### config.mk
export PLATFORM = sky130hd
export DESIGN_NAME = sorted_insert_list_top
export DESIGN_NICKNAME = d
export VERILOG_FILES = /design/src/rtl/core/sil_pkg.sv /design/src/rtl/core/sil_dp.sv /design/src/rtl/core/sil_ctrl.sv /design/src/rtl/core/sorted_insert_list_top.sv
export SDC_FILE = /design/constraint.sdc
export NUM_CORES = 1
export LEC_CHECK = 0
export BUFFER_PORTS_ARGS = -buffer_cell sky130_fd_sc_hd__buf_2
export CORE_ASPECT_RATIO = 0.75
export CORE_UTILIZATION = 40
export CTS_CLUSTER_DIAMETER = 150
export CTS_CLUSTER_SIZE = 16
export DETAILED_ROUTE_END_ITERATION = 10
export SLEW_MARGIN = 20
export SYNTH_ARGS = -nofsm -noshare
export SYNTH_HDL_FRONTEND = slang
export SYNTH_SLANG_ARGS = --single-unit
### constraint.sdc
create_clock -name i_clk -period 4.17 [get_ports i_clk]
set_input_delay 0.834 -clock i_clk [delete_from_list [all_inputs] [get_ports i_clk]]
set_output_delay 0.834 -clock i_clk [all_outputs]
set_load 0.02 [all_outputs]
### src/rtl/core/sil_pkg.sv
// Package: shared constants and controller/datapath interface types for the sorted insert list.
`default_nettype none
package sil_pkg;

    localparam int DEPTH = 16;
    localparam int VAL_W = 32;
    localparam int POS_W = 4;
    localparam int IDX_W = $clog2(DEPTH);
    localparam int CNT_W = $clog2(DEPTH + 1);

    // Commands from the controller to the datapath.
    typedef struct packed {
        logic capture;   // take the input value, set reject flag, update count
        logic rd_scan;   // read the store at the scan index
        logic rd_out;    // read the store at the readout index
        logic wr_shift;  // move the entry just read one place up
        logic wr_above;  // write the new value just above the scan index
        logic wr_zero;   // write the new value at the bottom of the store
        logic scan_dec;  // step the scan index down
        logic out_load;  // load the output register from the read data
    } t_cmd;

    // Status from the datapath to the controller.
    typedef struct packed {
        logic full;       // store holds DEPTH entries
        logic empty;      // store holds nothing
        logic ge;         // entry just read is greater than or equal to the new value
        logic scan_zero;  // scan index has reached the bottom entry
        logic out_taken;  // output transaction completes this cycle
        logic out_last;   // output register holds the final entry of the readout
    } t_status;

endpackage
`default_nettype wire

### src/rtl/core/sil_dp.sv
// Datapath: value store, scan and readout indexes, entry count and output register.
`default_nettype none
module sil_dp (
    input  wire logic                                i_clk,
    input  wire logic                                i_rst_n,
    input  wire sil_pkg::t_cmd                       i_cmd,
    output sil_pkg::t_status                         o_sts,
    input  wire logic signed [sil_pkg::VAL_W-1:0]    i_value,
    input  wire logic                                i_stall,
    output logic                                     o_valid,
    output logic signed [sil_pkg::VAL_W-1:0]         o_entry_value,
    output logic        [sil_pkg::POS_W-1:0]         o_position,
    output logic                                     o_last,
    output logic                                     o_rejected
);

    logic signed [sil_pkg::VAL_W-1:0] r_mem [sil_pkg::DEPTH];

    logic signed [sil_pkg::VAL_W-1:0] r_value;
    logic signed [sil_pkg::VAL_W-1:0] r_rdata;
    logic                             r_reject;
    logic [sil_pkg::CNT_W-1:0]        r_count;
    logic [sil_pkg::IDX_W-1:0]        r_scan_idx;
    logic [sil_pkg::IDX_W-1:0]        r_out_idx;

    logic                             r_out_valid;
    logic signed [sil_pkg::VAL_W-1:0] r_out_value;
    logic [sil_pkg::IDX_W-1:0]        r_out_pos;
    logic                             r_out_last;
    logic                             r_out_rej;

    logic [sil_pkg::CNT_W-1:0]        cnt_m1;
    logic                             full;
    logic                             wr_en;
    logic [sil_pkg::IDX_W-1:0]        wr_addr;
    logic signed [sil_pkg::VAL_W-1:0] wr_data;
    logic                             rd_en;
    logic [sil_pkg::IDX_W-1:0]        rd_addr;

    assign cnt_m1 = r_count - sil_pkg::CNT_W'(1);
    assign full   = (r_count == sil_pkg::CNT_W'(sil_pkg::DEPTH));

    always_comb begin
        wr_en   = i_cmd.wr_shift | i_cmd.wr_above | i_cmd.wr_zero;
        wr_addr = i_cmd.wr_zero ? '0 : (r_scan_idx + sil_pkg::IDX_W'(1));
        wr_data = i_cmd.wr_shift ? r_rdata : r_value;
        rd_en   = i_cmd.rd_scan | i_cmd.rd_out;
        rd_addr = i_cmd.rd_scan ? r_scan_idx : r_out_idx;
    end

    // Single write port and single registered read port.
    always_ff @(posedge i_clk) begin
        if (wr_en) begin
            r_mem[wr_addr] <= wr_data;
        end
        if (rd_en) begin
            r_rdata <= r_mem[rd_addr];
        end
    end

    // Payload registers.
    always_ff @(posedge i_clk) begin
        if (i_cmd.capture) begin
            r_value    <= i_value;
            r_reject   <= full;
            r_scan_idx <= cnt_m1[sil_pkg::IDX_W-1:0];
        end else if (i_cmd.scan_dec) begin
            r_scan_idx <= r_scan_idx - sil_pkg::IDX_W'(1);
        end
        if (i_cmd.out_load) begin
            r_out_value <= r_rdata;
            r_out_pos   <= r_out_idx;
            r_out_last  <= ({1'b0, r_out_idx} == cnt_m1);
            r_out_rej   <= r_reject;
        end
    end

    // Control registers.
    always_ff @(posedge i_clk) begin
        if (!i_rst_n) begin
            r_count     <= '0;
            r_out_idx   <= '0;
            r_out_valid <= 1'b0;
        end else begin
            if (i_cmd.capture) begin
                r_out_idx <= '0;
                if (!full) begin
                    r_count <= r_count + sil_pkg::CNT_W'(1);
                end
            end else if (i_cmd.out_load) begin
                r_out_idx <= r_out_idx + sil_pkg::IDX_W'(1);
            end
            if (i_cmd.out_load) begin
                r_out_valid <= 1'b1;
            end else if (r_out_valid && !i_stall) begin
                r_out_valid <= 1'b0;
            end
        end
    end

    always_comb begin
        o_sts.full      = full;
        o_sts.empty     = (r_count == '0);
        o_sts.ge        = (r_rdata >= r_value);
        o_sts.scan_zero = (r_scan_idx == '0);
        o_sts.out_taken = r_out_valid & ~i_stall;
        o_sts.out_last  = r_out_last;
    end

    assign o_valid       = r_out_valid;
    assign o_entry_value = r_out_value;
    assign o_position    = sil_pkg::POS_W'(r_out_pos);
    assign o_last        = r_out_last;
    assign o_rejected    = r_out_rej;

`ifndef SYNTHESIS
    a_count_bound: assert property (@(posedge i_clk) disable iff (!i_rst_n)
        r_count <= sil_pkg::CNT_W'(sil_pkg::DEPTH))
        else $error("entry count exceeds store depth");

    a_load_free: assert property (@(posedge i_clk) disable iff (!i_rst_n)
        i_cmd.out_load |-> !r_out_valid)
        else $error("output register loaded while still occupied");

    a_last_pos: assert property (@(posedge i_clk) disable iff (!i_rst_n)
        (r_out_valid && r_out_last) |-> ({1'b0, r_out_pos} == cnt_m1))
        else $error("final entry of readout is not the top of the store");

    a_reject_full: assert property (@(posedge i_clk) disable iff (!i_rst_n)
        (r_out_valid && r_out_rej) |-> full)
        else $error("rejected readout while store not full");
`endif

endmodule
`default_nettype wire

### src/rtl/core/sil_ctrl.sv
// Controller: state machine sequencing the insert scan and the readout.
`default_nettype none
module sil_ctrl (
    input  wire logic             i_clk,
    input  wire logic             i_rst_n,
    input  wire logic             i_valid,
    output logic                  o_stall,
    input  wire sil_pkg::t_status i_sts,
    output sil_pkg::t_cmd         o_cmd
);

    typedef enum logic [6:0] {
        S_IDLE  = 7'b0000001,
        S_PUT0  = 7'b0000010,
        S_SRD   = 7'b0000100,
        S_SCMP  = 7'b0001000,
        S_OREQ  = 7'b0010000,
        S_OLOAD = 7'b0100000,
        S_OWAIT = 7'b1000000
    } t_state;

    t_state r_state;
    t_state n_state;

    always_comb begin
        n_state = r_state;
        o_cmd   = '0;
        case (r_state)
            S_IDLE: begin
                if (i_valid) begin
                    o_cmd.capture = 1'b1;
                    if (i_sts.full) begin
                        n_state = S_OREQ;
                    end else if (i_sts.empty) begin
                        n_state = S_PUT0;
                    end else begin
                        n_state = S_SRD;
                    end
                end
            end
            S_PUT0: begin
                o_cmd.wr_zero = 1'b1;
                n_state       = S_OREQ;
            end
            S_SRD: begin
                o_cmd.rd_scan = 1'b1;
                n_state       = S_SCMP;
            end
            S_SCMP: begin
                if (i_sts.ge) begin
                    o_cmd.wr_shift = 1'b1;
                    if (i_sts.scan_zero) begin
                        n_state = S_PUT0;
                    end else begin
                        o_cmd.scan_dec = 1'b1;
                        n_state        = S_SRD;
                    end
                end else begin
                    o_cmd.wr_above = 1'b1;
                    n_state        = S_OREQ;
                end
            end
            S_OREQ: begin
                o_cmd.rd_out = 1'b1;
                n_state      = S_OLOAD;
            end
            S_OLOAD: begin
                o_cmd.out_load = 1'b1;
                n_state        = S_OWAIT;
            end
            S_OWAIT: begin
                if (i_sts.out_taken) begin
                    if (i_sts.out_last) begin
                        n_state = S_IDLE;
                    end else begin
                        o_cmd.rd_out = 1'b1;
                        n_state      = S_OLOAD;
                    end
                end
            end
            default: begin
                n_state = S_IDLE;
            end
        endcase
    end

    always_ff @(posedge i_clk) begin
        if (!i_rst_n) begin
            r_state <= S_IDLE;
        end else begin
            r_state <= n_state;
        end
    end

    assign o_stall = (r_state != S_IDLE);

endmodule
`default_nettype wire

### src/rtl/core/sorted_insert_list_top.sv
// Top level: bounded ascending store of signed values with a full readout after each insert.
`default_nettype none
// The block keeps up to 16 signed 32-bit values in ascending order. Each input
// transaction inserts its value just ahead of the first stored value that is
// greater than or equal to it, so equal values sit newest first. After every
// insert the whole ordered contents are read out, smallest first, one output
// transaction per stored entry, with o_last on the final one. When the store is
// already full the value is dropped, the contents are unchanged, and every
// output transaction of that readout carries o_rejected. The block works on one
// input transaction at a time and holds o_stall high until the readout is fully
// delivered. The insert walks down from the top of the store through its single
// read port and single write port, moving up each entry that is greater than or
// equal to the new value, then places the new value at the bottom when every
// entry has moved, or else just above the first entry that is less than it. The
// readout then fetches the entries in turn into the output register, fetching
// each next one only once the output side has taken the one before. No clearing
// pass is needed after reset: entries above the fill count are never read.
module sorted_insert_list_top (
    input  wire logic                                i_clk,
    input  wire logic                                i_rst_n,
    input  wire logic                                i_valid,
    output logic                                     o_stall,
    input  wire logic signed [sil_pkg::VAL_W-1:0]    i_value,
    output logic                                     o_valid,
    input  wire logic                                i_stall,
    output logic signed [sil_pkg::VAL_W-1:0]         o_entry_value,
    output logic        [sil_pkg::POS_W-1:0]         o_position,
    output logic                                     o_last,
    output logic                                     o_rejected
);

    // Command and status links between the sequencer and the datapath.
    sil_pkg::t_cmd    cmd;
    sil_pkg::t_status sts;

    // The controller accepts an input transaction only when idle and then
    // steps through the scan and readout.
    sil_ctrl u_ctrl (
        .i_clk   (i_clk),
        .i_rst_n (i_rst_n),
        .i_valid (i_valid),
        .o_stall (o_stall),
        .i_sts   (sts),
        .o_cmd   (cmd)
    );

    // The datapath holds the store, the fill count and the output register.
    sil_dp u_dp (
        .i_clk         (i_clk),
        .i_rst_n       (i_rst_n),
        .i_cmd         (cmd),
        .o_sts         (sts),
        .i_value       (i_value),
        .i_stall       (i_stall),
        .o_valid       (o_valid),
        .o_entry_value (o_entry_value),
        .o_position    (o_position),
        .o_last        (o_last),
        .o_rejected    (o_rejected)
    );

endmodule
`default_nettype wire

==> flow_metrics.env, run 1 <==
export IMPL_status="completed"
export IMPL_irDropWorstVdd_mv=0.251
export IMPL_drt_first_pass_iters=7
export IMPL_synthSimpleGateAreaFrac_pct=11.4
export IMPL_synthTopCellsByArea="edfxtp_1, nand2_1, nand3_1"
export IMPL_cts_tree="built"
export IMPL_rr_startpoint="u_dp.r_rdata[29]$_DFFE_PP_"
export IMPL_viasPerCell=5.98
export IMPL_power_density_nw_per_um2=451
export IMPL_gr_total_overflow=0
export IMPL_grt_total_usage_pct=22.9
export IMPL_die_y_um=224
export IMPL_synth_top_family_by_area="simple AND/OR/NAND/NOR gates"
export IMPL_synth_edff_count=619
export IMPL_initial_core_util_pct=40.9
export IMPL_cts_num_sinks=636
export IMPL_synth_ff_type="edfxtp_1"
export IMPL_endpoint_kind="flip-flop"
export IMPL_min_path_cells=1
export IMPL_drive_above_1_share_pct=13.8
export IMPL_finalSetupTns_ns=0
export IMPL_synth_nets=1931
export IMPL_dieArea_um2=66600
export IMPL_final_cell_mix="edfxtp_1, nand2_1, nand3_1"
export IMPL_ys_seq_elements=636
export IMPL_htree_num_levels=2
export IMPL_setup_viol_count_final=0
export IMPL_netlist_area_um2=26200
export IMPL_hp_start="i_value[20]"
export IMPL_synth_xor_area_share_pct=0.568
export IMPL_criticalPathCategory="reg2reg"
export IMPL_antenna_found_initial=1
export IMPL_synthAdderAreaFrac_pct=1.77
export IMPL_io_buffers=75
export IMPL_nFillCells=5588
export IMPL_rsz0062_at_grt="false"
export IMPL_slew_violations=0
export IMPL_fin_crit_sh_pct=92.0
export IMPL_pin_count=76
export IMPL_synth_top_cell_area_share_pct=70.9
export IMPL_n_antenna_cell=0
export IMPL_holdPathEnd="u_dp.r_value[20]$_DFFE_PP_"
export IMPL_wl_per_cell_um=27.3
export IMPL_num_vias=16798
export IMPL_cts_buffers=45
export IMPL_synthCells=1858
export IMPL_wl_um=76700
export IMPL_syn_avg_cell_area_um2=14.1
export IMPL_grt_start_max_net_pins=106
export IMPL_synthMuxAreaShare_pct=2.73
export IMPL_die_w_um=298
export IMPL_post_cts_buffers=0
export IMPL_clock_skew_ns=0.0194
export IMPL_insertion_delay_ns=0.59
export IMPL_grt_pass1_vias=15802
export IMPL_fin_nets=2005
export IMPL_period_minus_slack_ns=3.84
export IMPL_path_clk_slew_ns=0.08
export IMPL_start_kind="flip-flop"
export IMPL_rows=80
export IMPL_area_delta_synth_final_pct=11.4
export IMPL_worstPathArrival_ns=4.12
export IMPL_worst_pin_slew_ns=0.863
export IMPL_synth_compound_area_share_pct=8.34
export IMPL_r2r_end="u_dp.r_mem[10][4]$_DFFE_PP_"
export IMPL_finalWeightedCongestion=0.829
export IMPL_cts_root_buf="clkbuf_16"
export IMPL_grt_pass1_wl_um=111000
export IMPL_synth_top_area_cell="edfxtp_1"
export IMPL_reg2reg_depth=9
export IMPL_max_freq_mhz=261
export IMPL_worstPathMaxFanout=17
export IMPL_core_um2=64200
export IMPL_slew_headroom_pct=41.2
export IMPL_leakagePower_nw=9.35
export IMPL_yosysWarnings=0
export IMPL_post_route_drc_count=0
export IMPL_clock_path_buffers=3
export IMPL_seq_area_frac_synth_pct=72.2
export IMPL_hold_class="in2reg"
export IMPL_layout_commonest_cell="edfxtp_1"
export IMPL_holdBufCountCts=0
export IMPL_ant_nets=0
export IMPL_maxCapViolCount=0
export IMPL_cts_resized=0
export IMPL_reg2reg_slack_ns=0.33
export IMPL_async_reset_ff_share_pct=0
export IMPL_drt_iter0_drc=2064
export IMPL_hold_violations=0
export IMPL_worstPathRequired_ns=4.45
export IMPL_synth_cell_types=56
export IMPL_power_mw=13.2
export IMPL_dpl_hpwl_um=44400
-- cells in the mapped netlist (3+ instances only) --
master and number:
and4_1 4, nor2_1 41, or3_1 31, o311ai_1 9, or4_1 8, a211oi_1 36, o311ai_0 18, or2_2 3
ha_1 37, buf_2 47, mux2i_1 29, mux2_2 33, buf_4 9, nand2_1 289, o21ai_0 18, dfxtp_1 17
nand4_1 36, a31oi_1 59, nor2_2 3, nor4_1 3, o221ai_1 14, a21oi_1 37, a21o_1 3, nor3_1 5
a32oi_1 27, nand3_1 192, o211ai_1 43, edfxtp_1 619, buf_6 10, clkbuf_1 50, inv_1 42, xnor2_1 9
a211o_1 32, xor2_1 8, nand3_2 4, and3_1 9
-- logic make-up (layout without fill, tap and decap cells) --
family | Yosys count | after routing
xor+xnor | 17 | 17
flops | 636 | 636
simple gates | 639 | 639
buf+inv | 162 | 252
mux | 66 | 66
compound gates | 301 | 301
fa+ha+maj | 37 | 37
-- metrics by stage --
step                      hold WS (ns)  setup WS (ns)  area (µm²)  utilization (%)  std cells
final                            0.419          0.333       29200             45.5       2809
after global routing             0.408          0.178       29200             45.5       2809
after CTS                        0.395          0.372       29200             45.5       2809
after detailed placement         0.407          0.386       28000             43.6       2746
after global placement           0.409          0.420       28000             43.6       2746
after floorplan                  0.400          0.580       26200                -       1858
-- how the worst max path moves through the flow --
stage | start | endpoint | slack [ns] | depth (start not counted)
after detailed placement | u_dp.r_rdata[29]$_DFFE_PP_ | u_dp.r_mem[8][21]$_DFFE_PP_ | 0.39 | 9
final | u_dp.r_rdata[29]$_DFFE_PP_ | u_dp.r_mem[10][4]$_DFFE_PP_ | 0.33 | 9
after global routing | u_dp.r_rdata[29]$_DFFE_PP_ | u_dp.r_mem[11][10]$_DFFE_PP_ | 0.18 | 9
after global placement | u_dp.r_rdata[29]$_DFFE_PP_ | u_dp.r_mem[10][21]$_DFFE_PP_ | 0.42 | 9
after CTS | u_dp.r_rdata[29]$_DFFE_PP_ | u_dp.r_mem[9][15]$_DFFE_PP_ | 0.37 | 9
after floorplan | u_dp.r_scan_idx[1]$_DFFE_PP_ | u_dp.r_mem[0][0]$_DFFE_PP_ | 0.58 | 6
-- per-layer routing --
metal | vias up | share of wire (%) | global-route usage [%]
met5 | - | 0 | 0
met4 | 0 | 2.4 | 6.00
met3 | 129 | 9.0 | 3.64
met2 | 856 | 46 | 36.9
met1 | 8490 | 42 | 32.4
li1 | 7323 | - | -
-- report_power, final --
part	switching, mW	internal [mW]
registers	0.189	7.41
logic	1.06	0.426
clock network	2.06	2.04
total	3.31	9.88
-- worst max-delay path: stages (launching register included) --
cell	delay [ns]
edfxtp_1	0.53
ha_1	0.38
and4_1	0.25
nand3_1	0.13
a21oi_1	0.09
nor4_2	0.51
nand3_1	0.22
o221ai_4	0.63
buf_12	0.27
mux2_2	0.49
-- final cells by class --
type | count | area [µm²] | share of cell area (%)
inverter | 43 | 161 | 0.553
clock buffer | 62 | 1190 | 4.07
clock inverter | 1 | 30.0 | 0.103
tap | 861 | 1080 | 3.69
multi-input combinational | 1060 | 6710 | 23.0
timing repair buffer | 146 | 1110 | 3.80
sequential | 636 | 18900 | 64.8
-- flip-flops by register name, indices dropped and copies added (netlist names) --
signal	cells
u_ctrl.r_state	7
u_dp.o_entry_value	32
u_dp.o_last	1
u_dp.o_position	4
u_dp.o_rejected	1
u_dp.o_valid	1
u_dp.r_count	5
u_dp.r_mem	512
u_dp.r_out_idx	4
u_dp.r_rdata	32
u_dp.r_reject	1
u_dp.r_scan_idx	4
u_dp.r_value	32
Note: power is estimated with default switching activity, not from simulation.
==> run 2: changes to the inputs <==
--- a/config.mk
+++ b/config.mk
@@ -7,10 +7,11 @@
 export LEC_CHECK = 0
 export BUFFER_PORTS_ARGS = -buffer_cell sky130_fd_sc_hd__buf_2
 export CORE_ASPECT_RATIO = 0.75
-export CORE_UTILIZATION = 40
+export CORE_UTILIZATION = 25
 export CTS_CLUSTER_DIAMETER = 150
 export CTS_CLUSTER_SIZE = 16
 export DETAILED_ROUTE_END_ITERATION = 10
+export MAX_ROUTING_LAYER = met4
 export SLEW_MARGIN = 20
 export SYNTH_ARGS = -nofsm -noshare
 export SYNTH_HDL_FRONTEND = slang
==> flow_metrics.env, run 2 (same netlist as run 1, synthesis figures left out) <==
export IMPL_status="completed"
export IMPL_leakagePower_nw=9.40
export IMPL_largest_reg_flops=512
export IMPL_nFillCells=10478
export IMPL_die_w_um=376
export IMPL_max_freq_mhz=273
export IMPL_cts_buffers=45
export IMPL_holdBufCountCts=0
export IMPL_power_share_clock_pct=31.5
export IMPL_n_antenna_cell=0
export IMPL_combPwrFrac_pct=11.5
export IMPL_slew_headroom_pct=34.5
export IMPL_finalSetupTns_ns=0
export IMPL_clock_path_buffers=3
export IMPL_hold_class="in2reg"
export IMPL_wl_per_cell_um=22.7
export IMPL_power_switching_mw=3.36
export IMPL_start_kind="flip-flop"
export IMPL_setup_viol_count_final=0
export IMPL_period_minus_slack_ns=3.66
export IMPL_final_area_um2=30000
export IMPL_drive_above_1_share_pct=14.1
export IMPL_grt_total_usage_pct=14.5
export IMPL_htree_num_levels=2
export IMPL_grt_pass1_wl_um=109000
export IMPL_slew_violations=0
export IMPL_maxCapViolCount=0
export IMPL_power_frac_seq_pct=57.0
export IMPL_criticalPathCategory="reg2reg"
export IMPL_pin_count=76
export IMPL_fin_crit_sh_pct=87.8
export IMPL_cts_root_buf="clkbuf_16"
export IMPL_grt_pass1_vias=15333
export IMPL_finalWeightedCongestion=0.802
export IMPL_top_register="u_dp.r_mem"
export IMPL_place_area_um2=28700
export IMPL_antenna_found_initial=0
export IMPL_drt_iter0_drc=2013
export IMPL_utilization_pct=28.9
export IMPL_swShare_pct=25.4
export IMPL_gr_total_overflow=0
export IMPL_worstPathMaxFanout=16
export IMPL_power_internal_mw=9.89
export IMPL_power_density_nw_per_um2=442
export IMPL_final_cell_mix="edfxtp_1, nand2_1, nand3_1"
export IMPL_worstPathArrival_ns=3.94
export IMPL_core_um2=104000
export IMPL_insertion_delay_ns=0.61
export IMPL_endpoint_kind="flip-flop"
export IMPL_drt_first_pass_iters=6
export IMPL_regArea_um2=18900
export IMPL_die_y_um=282
export IMPL_cts_num_sinks=636
export IMPL_cts_resized=0
export IMPL_wl_um=76200
export IMPL_rsz0062_at_grt="false"
export IMPL_rows=102
export IMPL_irDropWorstVdd_mv=0.301
export IMPL_viasPerCell=4.91
export IMPL_dpl_hpwl_um=44100
export IMPL_hold_violations=0
export IMPL_post_route_drc_count=0
export IMPL_io_buffers=75
export IMPL_worst_pin_slew_ns=0.982
export IMPL_post_cts_buffers=0
export IMPL_multi_input_area_um2=6710
export IMPL_fin_nets=2010
export IMPL_dieArea_um2=106000
export IMPL_num_vias=16468
export IMPL_ant_nets=0
export IMPL_grt_start_max_net_pins=64
export IMPL_clock_skew_ns=0.0355
export IMPL_path_clk_slew_ns=0.07
export IMPL_worstPathRequired_ns=4.45
export IMPL_cts_tree="built"
export IMPL_layout_commonest_cell="edfxtp_1"
export IMPL_initial_core_util_pct=25.3
export IMPL_area_delta_synth_final_pct=14.4
## run 2: cell count changes in the layout (fill, tap and decap cells not counted), sizes merged
cell    before  now
buf        146  151
bufinv       1    0
clkinv       0    1
## run 2: worst paths after layout
check	startpoint	endpoint	slack, ns	depth (start not counted)
setup / recovery	u_dp.r_rdata[21]$_DFFE_PP_	u_dp.r_mem[5][25]$_DFFE_PP_	0.51	9
hold / removal	i_value[2]	u_dp.r_value[2]$_DFFE_PP_	0.42	1
setup reg to reg	u_dp.r_rdata[21]$_DFFE_PP_	u_dp.r_mem[5][25]$_DFFE_PP_	0.51	9
hold reg to reg	u_dp.r_reject$_DFFE_PP_	u_dp.o_rejected$_DFFE_PP_	0.43	0
## run 2: worst max-delay path: stages (launching register included)
cell      delay, ns
edfxtp_1       0.43
ha_1           0.33
a21oi_1        0.16
o21ai_0        0.16
and3_1         0.22
nor4_2         0.53
nand3_1        0.22
o221ai_4       0.39
buf_4          0.37
mux2_2         0.53
## run 2: power by group through the flow
stage / registers [mW] / logic [mW] / clock network, mW
2_1_floorplan: 7.61 / 0.951 / 0
3_3_place_gp: 7.69 / 1.50 / 0
3_5_place_dp: 7.70 / 1.52 / 0
4_1_cts: 7.55 / 1.52 / 4.24
5_1_grt: 7.57 / 1.66 / 4.43
6_report: 7.55 / 1.53 / 4.17
## run 2: layout make-up
cell class / count / share of cell area [%]
flip-flops and latches: 636 / 63.1
multi-input cells: 1060 / 22.4
well taps: 1404 / 5.86
clock buffers: 62 / 4.11
repair buffers: 151 / 3.95
inverters: 43 / 0.538
clock inverters: 1 / 0.0542
## run 2: routing by layer
layer	wire (µm)	vias to the layer above	part of all wire [%]	GRT usage, %
met5	0	-	0	-
met1	33200	8295	44	19.8
met4	1310	0	1.7	3.18
met3	6120	92	8.0	1.85
met2	35600	760	47	22.8
li1	-	7321	-	-
## run 2: stage by stage
step	setup WS, ns	hold slack (ns)	total power [mW]	instances
global placement	0.554	0.403	9.20	3294
global route	0.302	0.396	13.7	3357
CTS	0.505	0.386	13.3	3357
floorplan	0.580	0.400	8.56	1858
finish	0.509	0.415	13.3	3357
detailed placement	0.520	0.408	9.21	3294
==> run 3: changes to the inputs <==
==> constraint.sdc (replaced) <==
create_clock -name i_clk -period 3.8 [get_ports i_clk]
set_input_delay 0.76 -clock i_clk [delete_from_list [all_inputs] [get_ports i_clk]]
set_output_delay 0.76 -clock i_clk [all_outputs]
set_load 0.02 [all_outputs]
==> flow_metrics.env, run 3 (same netlist as run 1, synthesis figures left out) <==
export IMPL_status="completed"
export IMPL_pin_count=76
export IMPL_io_buffers=75
export IMPL_r2r_end="u_dp.r_mem[7][2]$_DFFE_PP_"
export IMPL_drive_above_1_share_pct=14.0
export IMPL_grt_start_max_net_pins=77
export IMPL_grt_pass1_wl_um=109000
export IMPL_clock_skew_ns=0.0159
export IMPL_rsz0062_at_grt="false"
export IMPL_max_freq_mhz=281
export IMPL_reg2reg_depth=9
export IMPL_post_route_drc_count=0
export IMPL_leakagePower_nw=9.43
export IMPL_setup_slack_ns=0.238
export IMPL_criticalPathCategory="reg2reg"
export IMPL_rr_startpoint="u_dp.r_rdata[31]$_DFFE_PP_"
export IMPL_grt_pass1_vias=15656
export IMPL_worstPathRequired_ns=4.12
export IMPL_rows=102
export IMPL_power_internal_mw=10.9
export IMPL_wl_um=75000
export IMPL_cts_resized=0
export IMPL_power_mw=14.6
export IMPL_core_um2=104000
export IMPL_fin_nets=2008
export IMPL_post_cts_buffers=0
export IMPL_irDropWorstVdd_mv=0.361
export IMPL_wl_per_cell_um=22.4
export IMPL_htree_num_levels=2
export IMPL_grt_total_usage_pct=14.4
export IMPL_clock_path_buffers=3
export IMPL_period_minus_slack_ns=3.56
export IMPL_cts_tree="built"
export IMPL_die_y_um=282
export IMPL_antenna_found_initial=1
export IMPL_power_switching_mw=3.70
export IMPL_slew_headroom_pct=45.1
export IMPL_top_register="u_dp.r_mem"
export IMPL_gr_total_overflow=0
export IMPL_hp_start="i_value[24]"
export IMPL_power_frac_seq_pct=57.0
export IMPL_num_vias=16406
export IMPL_holdBufCountCts=0
export IMPL_worstPathMaxFanout=16
export IMPL_dpl_hpwl_um=42800
export IMPL_die_w_um=376
export IMPL_maxCapViolCount=0
export IMPL_cts_root_buf="clkbuf_16"
export IMPL_combPwrFrac_pct=11.4
export IMPL_setup_viol_count_final=0
export IMPL_power_share_clock_pct=31.6
export IMPL_start_kind="flip-flop"
export IMPL_fin_crit_sh_pct=93.7
export IMPL_layout_commonest_cell="edfxtp_1"
export IMPL_cts_buffers=45
export IMPL_finalWeightedCongestion=0.803
export IMPL_viasPerCell=4.89
export IMPL_final_cell_mix="edfxtp_1, nand2_1, nand3_1"
export IMPL_hold_violations=0
export IMPL_drt_first_pass_iters=7
export IMPL_insertion_delay_ns=0.61
export IMPL_n_antenna_cell=0
export IMPL_min_path_cells=1
export IMPL_swShare_pct=25.4
export IMPL_dieArea_um2=106000
export IMPL_endpoint_kind="flip-flop"
export IMPL_path_clk_slew_ns=0.08
export IMPL_dpl_worst_slack_ns=0.246
export IMPL_worst_pin_slew_ns=0.824
export IMPL_largest_reg_flops=512
export IMPL_finalSetupTns_ns=0
export IMPL_power_density_nw_per_um2=485
export IMPL_hold_class="in2reg"
export IMPL_drt_iter0_drc=2185
export IMPL_worstPathArrival_ns=3.88
export IMPL_ant_nets=0
export IMPL_holdPathEnd="u_dp.r_value[24]$_DFFE_PP_"
export IMPL_area_delta_synth_final_pct=14.7
export IMPL_initial_core_util_pct=25.3
export IMPL_reg2reg_slack_ns=0.24
export IMPL_slew_violations=0
export IMPL_cts_num_sinks=636
[run 3: worst max-delay path, cell delays in order, from the launching register on]
cell	delay, ns
edfxtp_1	0.43
ha_1	0.52
and4_1	0.34
nand3_1	0.16
or2_2	0.38
or3_1	0.45
nand3_1	0.16
o221ai_4	0.17
buf_12	0.22
mux2_2	0.41
[run 3: worst max-delay path by stage]
stage                                 start                    endpoint  slack (ns)  cells after the start
6_report         u_dp.r_rdata[31]$_DFFE_PP_  u_dp.r_mem[7][2]$_DFFE_PP_        0.24                      9
4_1_cts          u_dp.r_rdata[31]$_DFFE_PP_  u_dp.r_mem[1][7]$_DFFE_PP_        0.22                      9
2_1_floorplan  u_dp.r_scan_idx[1]$_DFFE_PP_  u_dp.r_mem[0][0]$_DFFE_PP_        0.21                      6
5_1_grt          u_dp.r_rdata[31]$_DFFE_PP_  u_dp.r_mem[5][6]$_DFFE_PP_        0.09                      9
3_3_place_gp     u_dp.r_rdata[31]$_DFFE_PP_  u_dp.r_mem[3][9]$_DFFE_PP_        0.30                      9
3_5_place_dp     u_dp.r_rdata[31]$_DFFE_PP_  u_dp.r_mem[0][9]$_DFFE_PP_        0.25                      9
[run 3: layer usage]
metal	part of all wire, %	track usage (%)	wire length, µm	vias to the layer above
met3	7.1	2.37	5340	127
met2	49	23.8	36500	672
met5	0	-	0	-
met4	2.5	4.36	1910	0
li1	-	-	-	7325
met1	42	18.1	31300	8282
[run 3: final cells by class]
cell class / count / area, µm²
Clock buffer: 61 / 1230
Clock inverter: 2 / 36.3
Fill cell: 10386 / 73600
Inverter: 43 / 161
Multi-Input combinational cell: 1060 / 6710
Sequential cell: 636 / 18900
Tap cell: 1404 / 1760
Timing Repair Buffer: 149 / 1240
[run 3: power groups by stage]
stage          clock, mW  combinational (mW)  sequential [mW]
2_1_floorplan          0                1.04             8.35
3_3_place_gp           0                1.63             8.46
3_5_place_dp           0                1.65             8.46
4_1_cts             4.68                1.66             8.30
5_1_grt             4.92                1.81             8.32
6_report            4.61                1.67             8.31
[run 3: per-stage QoR]
step / util, % / instances / hold WS [ns] / instance area [µm²]
after floorplan: - / 1858 / 0.400 / 26200
after global placement: 27.8 / 3292 / 0.406 / 28800
after detailed placement: 27.8 / 3292 / 0.409 / 28800
after CTS: 29.0 / 3355 / 0.293 / 30100
after global routing: 29.0 / 3355 / 0.306 / 30100
final: 29.0 / 3355 / 0.323 / 30100
